### src/design/sha256_stream_hasher_defines.svh
// Assertion helpers for the hasher; clock and reset are taken from the using module.
`ifndef SHA256_STREAM_HASHER_DEFINES_SVH
`define SHA256_STREAM_HASHER_DEFINES_SVH

// Same-cycle implication.
`define SHS_ASSERT_SAME(lbl, ante, cons, msg) \
   lbl: assert property (@(posedge clock) disable iff (reset) (ante) |-> (cons)) \
      else $error(msg);

// Next-cycle implication.
`define SHS_ASSERT_NEXT(lbl, ante, cons, msg) \
   lbl: assert property (@(posedge clock) disable iff (reset) (ante) |=> (cons)) \
      else $error(msg);

`endif

### src/design/shs_pkg.sv
package shs_pkg;

   typedef struct packed {
      logic [7:0] message_byte;
      logic       byte_present;
      logic       message_end;
   } req_type;

   typedef struct packed {
      logic [31:0] digest_word;
      logic [2:0]  word_index;
      logic        last_word;
   } rsp_type;

   // write request into the schedule memory from the intake side
   typedef struct packed {
      logic        en;
      logic [3:0]  addr;
      logic [31:0] data;
   } mem_wr_type;

   // one schedule word handed to the round logic
   typedef struct packed {
      logic        valid;
      logic [5:0]  round;
      logic [31:0] w;
   } w_beat_type;

   localparam logic [31:0] IV_TABLE [8] = '{
      32'h6A09E667, 32'hBB67AE85, 32'h3C6EF372, 32'hA54FF53A,
      32'h510E527F, 32'h9B05688C, 32'h1F83D9AB, 32'h5BE0CD19
   };

   localparam logic [31:0] K_TABLE [64] = '{
      32'h428a2f98, 32'h71374491, 32'hb5c0fbcf, 32'he9b5dba5,
      32'h3956c25b, 32'h59f111f1, 32'h923f82a4, 32'hab1c5ed5,
      32'hd807aa98, 32'h12835b01, 32'h243185be, 32'h550c7dc3,
      32'h72be5d74, 32'h80deb1fe, 32'h9bdc06a7, 32'hc19bf174,
      32'he49b69c1, 32'hefbe4786, 32'h0fc19dc6, 32'h240ca1cc,
      32'h2de92c6f, 32'h4a7484aa, 32'h5cb0a9dc, 32'h76f988da,
      32'h983e5152, 32'ha831c66d, 32'hb00327c8, 32'hbf597fc7,
      32'hc6e00bf3, 32'hd5a79147, 32'h06ca6351, 32'h14292967,
      32'h27b70a85, 32'h2e1b2138, 32'h4d2c6dfc, 32'h53380d13,
      32'h650a7354, 32'h766a0abb, 32'h81c2c92e, 32'h92722c85,
      32'ha2bfe8a1, 32'ha81a664b, 32'hc24b8b70, 32'hc76c51a3,
      32'hd192e819, 32'hd6990624, 32'hf40e3585, 32'h106aa070,
      32'h19a4c116, 32'h1e376c08, 32'h2748774c, 32'h34b0bcb5,
      32'h391c0cb3, 32'h4ed8aa4a, 32'h5b9cca4f, 32'h682e6ff3,
      32'h748f82ee, 32'h78a5636f, 32'h84c87814, 32'h8cc70208,
      32'h90befffa, 32'ha4506ceb, 32'hbef9a3f7, 32'hc67178f2
   };

   function automatic logic [31:0] bsig0(input logic [31:0] x);
      return {x[1:0], x[31:2]} ^ {x[12:0], x[31:13]} ^ {x[21:0], x[31:22]};
   endfunction

   function automatic logic [31:0] bsig1(input logic [31:0] x);
      return {x[5:0], x[31:6]} ^ {x[10:0], x[31:11]} ^ {x[24:0], x[31:25]};
   endfunction

   function automatic logic [31:0] ssig0(input logic [31:0] x);
      return {x[6:0], x[31:7]} ^ {x[17:0], x[31:18]} ^ {3'b000, x[31:3]};
   endfunction

   function automatic logic [31:0] ssig1(input logic [31:0] x);
      return {x[16:0], x[31:17]} ^ {x[18:0], x[31:19]} ^ {10'b0, x[31:10]};
   endfunction

endpackage

### src/design/shs_sched.sv
module shs_sched (
   input  logic               clock,
   input  logic               reset,
   input  shs_pkg::mem_wr_type host_wr,
   input  logic               start,
   output shs_pkg::w_beat_type beat,
   output logic               busy
);
   import shs_pkg::*;

   localparam logic [1:0] PH_READ_A = 2'd0;
   localparam logic [1:0] PH_READ_B = 2'd1;
   localparam logic [1:0] PH_SUM    = 2'd2;
   localparam logic [1:0] PH_EMIT   = 2'd3;

   logic [31:0] mem [16];
   logic [31:0] rd0_ff, rd1_ff;
   logic        busy_ff, busy_in;
   logic [5:0]  round_ff, round_in;
   logic [1:0]  phase_ff, phase_in;
   logic [31:0] partial_ff, partial_in;
   logic [31:0] w_ff, w_in;
   logic [3:0]  addr0, addr1;
   logic        high;
   logic        wr_en;
   logic [3:0]  wr_addr;
   logic [31:0] wr_data;

   // rounds 16..63 expand the schedule in place
   assign high = |round_ff[5:4];

   always_comb begin
      addr0 = round_ff[3:0];
      addr1 = round_ff[3:0];
      unique case (phase_ff) inside
         PH_READ_A: begin
            addr0 = high ? round_ff[3:0] - 4'd2 : round_ff[3:0];
            addr1 = round_ff[3:0] + 4'd1;           // r - 15
         end
         PH_READ_B: begin
            addr0 = round_ff[3:0] - 4'd7;
            addr1 = round_ff[3:0];                  // r - 16
         end
         PH_SUM, PH_EMIT: begin
            addr0 = round_ff[3:0];
            addr1 = round_ff[3:0];
         end
         default: begin
            addr0 = round_ff[3:0];
            addr1 = round_ff[3:0];
         end
      endcase
   end

   always_comb begin
      busy_in    = busy_ff;
      round_in   = round_ff;
      phase_in   = phase_ff;
      partial_in = partial_ff;
      w_in       = w_ff;
      if (start) begin
         busy_in  = 1'b1;
         round_in = '0;
         phase_in = PH_READ_A;
      end else if (busy_ff) begin
         phase_in = phase_ff + 2'd1;
         unique case (phase_ff)
            PH_READ_A: ;
            PH_READ_B: begin
               if (high) partial_in = ssig1(rd0_ff) + ssig0(rd1_ff);
               else      w_in       = rd0_ff;
            end
            PH_SUM: begin
               if (high) w_in = partial_ff + rd0_ff + rd1_ff;
            end
            PH_EMIT: begin
               round_in = round_ff + 6'd1;
               if (round_ff == 6'd63) busy_in = 1'b0;
            end
            default: ;
         endcase
      end
   end

   always_comb begin
      if (busy_ff) begin
         wr_en   = (phase_ff == PH_EMIT) && high;
         wr_addr = round_ff[3:0];
         wr_data = w_ff;
      end else begin
         wr_en   = host_wr.en;
         wr_addr = host_wr.addr;
         wr_data = host_wr.data;
      end
   end

   always_ff @(posedge clock) begin
      if (wr_en) mem[wr_addr] <= wr_data;
      rd0_ff <= mem[addr0];
      rd1_ff <= mem[addr1];
   end

   always_ff @(posedge clock) begin
      if (reset) begin
         busy_ff  <= 1'b0;
         round_ff <= '0;
         phase_ff <= PH_READ_A;
      end else begin
         busy_ff  <= busy_in;
         round_ff <= round_in;
         phase_ff <= phase_in;
      end
      partial_ff <= partial_in;
      w_ff       <= w_in;
   end

   assign beat.valid = busy_ff && (phase_ff == PH_EMIT);
   assign beat.round = round_ff;
   assign beat.w     = w_ff;
   assign busy       = busy_ff;

endmodule

### src/design/shs_core.sv
module shs_core (
   input  logic                clock,
   input  logic                reset,
   input  logic                start,
   input  logic                restart,
   input  shs_pkg::w_beat_type beat,
   input  logic [2:0]          rd_idx,
   output logic [31:0]         rd_word,
   output logic                done
);
   import shs_pkg::*;

   logic [31:0] chain_ff [8];
   logic [31:0] a_ff, b_ff, c_ff, d_ff, e_ff, f_ff, g_ff, h_ff;
   logic        fin_ff, fin_in;
   logic [31:0] t1, t2;

   // one round per beat
   assign t1 = h_ff + bsig1(e_ff) + (g_ff ^ (e_ff & (f_ff ^ g_ff)))
             + K_TABLE[beat.round] + beat.w;
   assign t2 = bsig0(a_ff) + ((a_ff & b_ff) | (c_ff & (a_ff | b_ff)));

   assign fin_in = beat.valid && (beat.round == 6'd63);

   always_ff @(posedge clock) begin
      if (start) begin
         a_ff <= chain_ff[0];
         b_ff <= chain_ff[1];
         c_ff <= chain_ff[2];
         d_ff <= chain_ff[3];
         e_ff <= chain_ff[4];
         f_ff <= chain_ff[5];
         g_ff <= chain_ff[6];
         h_ff <= chain_ff[7];
      end else if (beat.valid) begin
         a_ff <= t1 + t2;
         b_ff <= a_ff;
         c_ff <= b_ff;
         d_ff <= c_ff;
         e_ff <= d_ff + t1;
         f_ff <= e_ff;
         g_ff <= f_ff;
         h_ff <= g_ff;
      end
   end

   always_ff @(posedge clock) begin
      if (reset || restart) begin
         for (int j = 0; j < 8; j++) chain_ff[j] <= IV_TABLE[j];
      end else if (fin_ff) begin
         chain_ff[0] <= chain_ff[0] + a_ff;
         chain_ff[1] <= chain_ff[1] + b_ff;
         chain_ff[2] <= chain_ff[2] + c_ff;
         chain_ff[3] <= chain_ff[3] + d_ff;
         chain_ff[4] <= chain_ff[4] + e_ff;
         chain_ff[5] <= chain_ff[5] + f_ff;
         chain_ff[6] <= chain_ff[6] + g_ff;
         chain_ff[7] <= chain_ff[7] + h_ff;
      end
   end

   always_ff @(posedge clock) begin
      if (reset) fin_ff <= 1'b0;
      else       fin_ff <= fin_in;
   end

   assign done    = fin_ff;
   assign rd_word = chain_ff[rd_idx];

endmodule

### src/design/sha256_stream_hasher.sv
// SHA-256 over a byte stream.
// Input channel req_*: one transaction carries at most one message byte
// (byte_present) and may close the message (message_end, after its own byte).
// Output channel rsp_*: eight transactions per message, digest words 0..7,
// most significant first, last_word set on word 7.
// Bytes are packed four to a word into a 16-word schedule memory; the
// compression reads that memory back (two registered read ports) and
// expands the schedule in place. Byte transactions are taken back to back
// while idle; the byte that fills a block holds off the next transaction
// while that block is compressed. A closing transaction is followed by
// padding writes for one or two blocks, a compression per block, the load
// of the first digest word, then the eight words, one per cycle while
// rsp_ready. req_ready is low from a block fill until its compression is
// done, and from a close until the last digest word is taken; a stalled
// receiver just holds the current word in the output register. Reset
// (synchronous) loads the initial hash values and empties the block; the
// schedule memory needs no clearing.
`include "sha256_stream_hasher_defines.svh"

module sha256_stream_hasher (
   input  logic             clock,
   input  logic             reset,
   input  logic             req_valid,
   output logic             req_ready,
   input  shs_pkg::req_type req_data,
   output logic             rsp_valid,
   input  logic             rsp_ready,
   output shs_pkg::rsp_type rsp_data
);
   import shs_pkg::*;

   localparam logic [2:0] ST_IDLE = 3'd0;  // taking bytes
   localparam logic [2:0] ST_COMP = 3'd1;  // compression running
   localparam logic [2:0] ST_PAD  = 3'd2;  // write the word holding 0x80
   localparam logic [2:0] ST_FILL = 3'd3;  // zero / length words
   localparam logic [2:0] ST_OUT  = 3'd4;  // digest out

   logic [2:0]  state_ff, state_in;
   logic [5:0]  fill_ff, fill_in;        // bytes pending in current block
   logic [31:0] acc_ff, acc_in;          // partial word, newest byte lowest
   logic [63:0] bits_ff, bits_in;        // message length in bits, wraps
   logic        end_ff, end_in;          // message is closing
   logic        pad_ff, pad_in;          // 0x80 already placed
   logic        final_ff, final_in;      // block in flight carries the length
   logic [3:0]  widx_ff, widx_in;
   logic [3:0]  cnt_ff, cnt_in;          // digest words loaded
   logic        rsp_valid_ff, rsp_valid_in;
   rsp_type     rsp_data_ff, rsp_data_in;

   mem_wr_type  host_wr;
   w_beat_type  beat;
   logic        sched_busy;
   logic        start;
   logic        restart;
   logic        core_done;
   logic [31:0] chain_word;
   logic [31:0] word_done;
   logic [31:0] pad_word;
   logic        rsp_load;

   shs_sched u_sched (
      .clock   (clock),
      .reset   (reset),
      .host_wr (host_wr),
      .start   (start),
      .beat    (beat),
      .busy    (sched_busy)
   );

   shs_core u_core (
      .clock   (clock),
      .reset   (reset),
      .start   (start),
      .restart (restart),
      .beat    (beat),
      .rd_idx  (cnt_ff[2:0]),
      .rd_word (chain_word),
      .done    (core_done)
   );

   assign req_ready = (state_ff == ST_IDLE);
   assign word_done = {acc_ff[23:0], req_data.message_byte};
   assign rsp_load  = !rsp_valid_ff || rsp_ready;

   // 0x80 goes right after the pending bytes of the partial word
   always_comb begin
      case (fill_ff[1:0])
         2'd0:    pad_word = 32'h8000_0000;
         2'd1:    pad_word = {acc_ff[7:0], 8'h80, 16'h0000};
         2'd2:    pad_word = {acc_ff[15:0], 8'h80, 8'h00};
         default: pad_word = {acc_ff[23:0], 8'h80};
      endcase
   end

   always_comb begin
      state_in     = state_ff;
      fill_in      = fill_ff;
      acc_in       = acc_ff;
      bits_in      = bits_ff;
      end_in       = end_ff;
      pad_in       = pad_ff;
      final_in     = final_ff;
      widx_in      = widx_ff;
      cnt_in       = cnt_ff;
      rsp_valid_in = rsp_valid_ff;
      rsp_data_in  = rsp_data_ff;
      host_wr      = '0;
      start        = 1'b0;
      restart      = 1'b0;
      unique case (state_ff)
         ST_IDLE: begin
            if (req_valid) begin
               if (req_data.byte_present) begin
                  acc_in  = word_done;
                  fill_in = fill_ff + 6'd1;
                  bits_in = bits_ff + 64'd8;
                  if (fill_ff[1:0] == 2'd3) begin
                     host_wr.en   = 1'b1;
                     host_wr.addr = fill_ff[5:2];
                     host_wr.data = word_done;
                  end
               end
               if (req_data.byte_present && (fill_ff == 6'd63)) begin
                  start    = 1'b1;
                  end_in   = req_data.message_end;
                  state_in = ST_COMP;
               end else if (req_data.message_end) begin
                  state_in = ST_PAD;
               end
            end
         end
         ST_COMP: begin
            if (core_done) begin
               if (final_ff) begin
                  cnt_in   = '0;
                  state_in = ST_OUT;
               end else if (end_ff && !pad_ff) begin
                  state_in = ST_PAD;
               end else if (end_ff) begin
                  // second padding block: zeros then the length
                  widx_in  = '0;
                  final_in = 1'b1;
                  state_in = ST_FILL;
               end else begin
                  state_in = ST_IDLE;
               end
            end
         end
         ST_PAD: begin
            host_wr.en   = 1'b1;
            host_wr.addr = fill_ff[5:2];
            host_wr.data = pad_word;
            pad_in       = 1'b1;
            end_in       = 1'b1;
            final_in     = (fill_ff < 6'd56);
            fill_in      = '0;
            if (fill_ff[5:2] == 4'd15) begin
               start    = 1'b1;
               state_in = ST_COMP;
            end else begin
               widx_in  = fill_ff[5:2] + 4'd1;
               state_in = ST_FILL;
            end
         end
         ST_FILL: begin
            host_wr.en   = 1'b1;
            host_wr.addr = widx_ff;
            if (final_ff && (widx_ff == 4'd14))      host_wr.data = bits_ff[63:32];
            else if (final_ff && (widx_ff == 4'd15)) host_wr.data = bits_ff[31:0];
            else                                     host_wr.data = '0;
            if (widx_ff == 4'd15) begin
               start    = 1'b1;
               state_in = ST_COMP;
            end else begin
               widx_in = widx_ff + 4'd1;
            end
         end
         ST_OUT: begin
            if (rsp_load) begin
               if (!cnt_ff[3]) begin
                  rsp_valid_in            = 1'b1;
                  rsp_data_in.digest_word = chain_word;
                  rsp_data_in.word_index  = cnt_ff[2:0];
                  rsp_data_in.last_word   = (cnt_ff[2:0] == 3'd7);
                  cnt_in                  = cnt_ff + 4'd1;
               end else begin
                  // last word taken: back to the initial values
                  rsp_valid_in = 1'b0;
                  restart      = 1'b1;
                  bits_in      = '0;
                  end_in       = 1'b0;
                  pad_in       = 1'b0;
                  final_in     = 1'b0;
                  state_in     = ST_IDLE;
               end
            end
         end
         default: state_in = ST_IDLE;
      endcase
   end

   always_ff @(posedge clock) begin
      if (reset) begin
         state_ff     <= ST_IDLE;
         fill_ff      <= '0;
         bits_ff      <= '0;
         end_ff       <= 1'b0;
         pad_ff       <= 1'b0;
         final_ff     <= 1'b0;
         widx_ff      <= '0;
         cnt_ff       <= '0;
         rsp_valid_ff <= 1'b0;
      end else begin
         state_ff     <= state_in;
         fill_ff      <= fill_in;
         bits_ff      <= bits_in;
         end_ff       <= end_in;
         pad_ff       <= pad_in;
         final_ff     <= final_in;
         widx_ff      <= widx_in;
         cnt_ff       <= cnt_in;
         rsp_valid_ff <= rsp_valid_in;
      end
      acc_ff      <= acc_in;
      rsp_data_ff <= rsp_data_in;
   end

   assign rsp_valid = rsp_valid_ff;
   assign rsp_data  = rsp_data_ff;

   `SHS_ASSERT_SAME(a_no_intake_during_digest, rsp_valid, !req_ready, "input taken while digest pending")
   `SHS_ASSERT_SAME(a_done_only_in_comp, core_done, state_ff == ST_COMP, "compression done outside wait")
   `SHS_ASSERT_SAME(a_no_write_while_busy, host_wr.en, !sched_busy, "memory write during compression")
   `SHS_ASSERT_NEXT(a_last_drains, rsp_valid && rsp_ready && rsp_data.last_word, !rsp_valid, "output not drained after last word")

endmodule

### config.mk
export PLATFORM = sky130hd
export DESIGN_NAME = sha256_stream_hasher
export DESIGN_NICKNAME = d
export VERILOG_FILES = /design/src/design/shs_pkg.sv /design/src/design/shs_sched.sv /design/src/design/shs_core.sv /design/src/design/sha256_stream_hasher.sv
export VERILOG_INCLUDE_DIRS = /design/src /design/src/design
export SDC_FILE = /design/constraint.sdc
export NUM_CORES = 2
export LEC_CHECK = 0
export BUFFER_PORTS_ARGS = -buffer_cell sky130_fd_sc_hd__clkbuf_2
export CAP_MARGIN = 40
export CORE_ASPECT_RATIO = 1.1
export CORE_MARGIN = 3
export CORE_UTILIZATION = 44
export DETAILED_ROUTE_END_ITERATION = 7
export RECOVER_POWER = 25
export SKIP_CTS_REPAIR_TIMING = 1
export SYNTH_ARGS = -nofsm -noshare
export SYNTH_HDL_FRONTEND = slang
export SYNTH_SLANG_ARGS = --single-unit
### constraint.sdc
create_clock -name clock -period 15 [get_ports clock]
set_clock_uncertainty 0.15 [all_clocks]
set_input_delay 3 -clock clock [delete_from_list [all_inputs] [get_ports clock]]
set_output_delay 3 -clock clock [all_outputs]
set_load 0.005 [all_outputs]
==> metrics.cfg <==
[worst_setup_path]
r2r_setup_slack_ns=2.99
critPathRequiredTime_ns=15.42
worstSetupPathType=reg -> reg
cp.arrival_ns=12.44
slowest_stage=clkbuf_1
worstPathMaxFanout=77
end_kind=flip-flop
worst-path-buf-inv=6
cp-start-kind=flip-flop
path_delay_family=compound AO/OA/AOI/OAI gates
critPathMaxStageDelay_ns=2.37

[grt]
antenna_found_initial=8
grt_overflow=0
grt_max_degree=179
grt_pass1_vias=64640
grt_pass1_wl_mm=416.8
track_usage=0.2793

[cts]
cts_buffers=153
cts_max_path_buffers=3
cts.sinks=1304
clk_pin_slew_ns=0.06
htree_levels=4
root_buffer=clkbuf_16
cts_tree=yes
clk_latency_ns=0.84

[power_and_ir_drop]
seqPwrFrac=0.466
p_sw_mw=2.281
combPwrFrac=0.102
p_sw_frac=0.2574
internal_power_mw=6.580
cellPowerDensity_mw_per_mm2=94.92
power_mw=8.861
ir_drop_v=0.0001253
clkPwrFrac=0.431
power.leakage_nw=34.06

[die]
rows=168
pin_count=52
dieArea_mm2=0.1984
initial_core_util=0.4442
core_area_mm2=0.1913
die_y_um=466.9
die_w_um=425.0

[final_layout]
fill_cells=17470
final_layout_size_suffix_gt1_frac=0.08621
final_nets=8718
layout_commonest_cell=nand2_1
areaGrowthSynthToFinish_pct=9.864
mostFrequentLayoutCells=1382 x nand2_1, 1148 x edfxtp_1, 444 x a21oi_1

[logic_synthesis]
syn_avg_cell_area_um2=10.39
synthArstFlopShare=0
synth_edf_count=1148
yosys_warnings=0
synth_seq_cells=1304
netlist_area_mm2=0.08497
synthCells=8181
seq_area_frac_synth=0.4424
synth_cell_types=84
ys.flop_type=edfxtp_1
syn_nets=8795

[detailed_routing]
drt_wl_total_mm=282.2
viasPerCell=6.078
vias=65580
first_iter_violations=5612
detail_route.wl_per_cell_um=26.15
drc_errors=9
antenna_left=0
dr.pass1.iters=8

[timing]
fmax_mhz=83.26
slew_headroom=-3.753
fin_crit_sh=0.8007
setup_tns_ns=0
rsz0062_at_grt=no
finalMaxSlewViolations=1034
setup_viol=0
finalCriticalPeriod_ns=12.01
hold_viol=0
tightestPinTransition_ns=7.130

[placed_design]
place.detailed.hpwl_mm=196.9
io_buffers=51
gp_congestion=0.9917

[hold_path]
hold_path_class=reg -> reg

[outcome]
violations=DRC, capacitance limit, slew limit
status=finished, violations left

[run]
cap_violations=22

==> worst paths after layout <==
check | start | endpoint | cells past startpoint
worst min register to register | widx_ff[1] | widx_ff[1] | 2
worst max-delay path | u_sched.round_ff[2] | u_core.a_ff[24] | 33
worst min-delay path | widx_ff[1] | widx_ff[1] | 2
worst max register to register | u_sched.round_ff[2] | u_core.a_ff[24] | 33
==> final cells by class <==
cell class	instances	area, um^2	share of cell area
inverter	312	1171	0.01254
multi-input combinational	6122	44820	0.4801
antenna	4	10.01	0.0001072
tap	2550	3191	0.03418
clock buffer	211	4259	0.04562
sequential	1304	37610	0.4028
clock inverter	76	898.4	0.009623
timing repair buffer	211	1401	0.01501
==> state kept, by name, indices dropped and copies added, names as in the netlist, 6 cells and up <==
| signal | count |
|---|---|
| u_core.f_ff | 32 |
| u_core.h_ff | 32 |
| u_sched.w_ff | 32 |
| fill_ff | 6 |
| u_sched.mem | 512 |
| u_sched.rd1_ff | 32 |
| u_core.d_ff | 32 |
| u_sched.rd0_ff | 32 |
| u_core.e_ff | 32 |
| u_core.chain_ff | 256 |
| bits_ff | 61 |
| u_core.a_ff | 32 |
| u_core.c_ff | 32 |
| u_sched.round_ff | 6 |
| u_sched.partial_ff | 32 |
| u_core.b_ff | 32 |
| u_core.g_ff | 32 |
| rsp_data | 36 |
| acc_ff | 24 |
==> synthesized netlist by cell type (71+ instances only) <==
cell type,n,area [um^2]
nand2_1,1382,5187
edfxtp_1,1148,34470
a21oi_1,444,2222
ha_1,434,5430
nor2_1,417,1565
o21ai_0,398,1992
xnor2_1,387,3390
clkbuf_1,384,1441
inv_1,308,1156
a211oi_1,259,1944
xor2_1,209,1831
mux4_2,197,4437
and2_1,185,1157
fa_1,166,3323
a21o_1,160,1201
dfxtp_1,156,3123
a31oi_1,147,919.6
nand3_1,125,625.6
nor3_1,120,600.6
nand2b_1,92,575.6
o21a_1,87,653.1
a311oi_1,84,735.7
mux2_2,71,799.5
==> logic make-up after synthesis <==
family / Yosys count / share of synthesized area
AOI/OAI and AO/OA: 1946 / 0.1498
xor gates and xnor gates: 598 / 0.06196
DFF: 1304 / 0.4424
adders and majority gates: 623 / 0.1057
buffers and inverters: 755 / 0.03341
and+or+nand+nor: 2650 / 0.1406
muxes: 305 / 0.06598
==> through the flow <==
step                      std cells  hold WS [ns]  utilization  setup WS (ns)  instance area (um^2)
final                         10790        0.3215       0.4880          2.989                 93350
after global routing          10790        0.3475       0.4880          2.399                 93350
after CTS                     10790        0.3237       0.4892          4.450                 93580
after detailed placement      10500        0.3154       0.4623          4.457                 88430
after global placement        10460        0.3143       0.4607          4.539                 88120
after floorplan                8181        0.2848            -          4.634                 84970
==> power by group through the flow <==
stage	combinational, mW	clock (mW)	sequential, mW
6_report	0.906	3.82	4.13
5_1_grt	1.00	4.02	4.13
4_1_cts	0.900	3.89	4.13
3_5_place_dp	0.894	0	4.20
3_3_place_gp	0.882	0	4.20
2_1_floorplan	0.682	0	4.15
==> per-layer routing <==
layer,up-vias,share of wire,wire length (um),GRT usage
met3,576,0.060,17070,0.03459
met5,-,0.000082,23,0
met4,4,0.053,14970,0.1320
met1,32720,0.40,112700,0.3518
met2,2389,0.49,137400,0.4771
li1,29890,-,-,-
==> tightest hold or removal path, cell delays in order, from the launching register on <==
cell and delay (ns):
dfxtp_1 0.32, nand2_1 0.06, a21oi_1 0.05
Power figures use the tool's default switching activity.
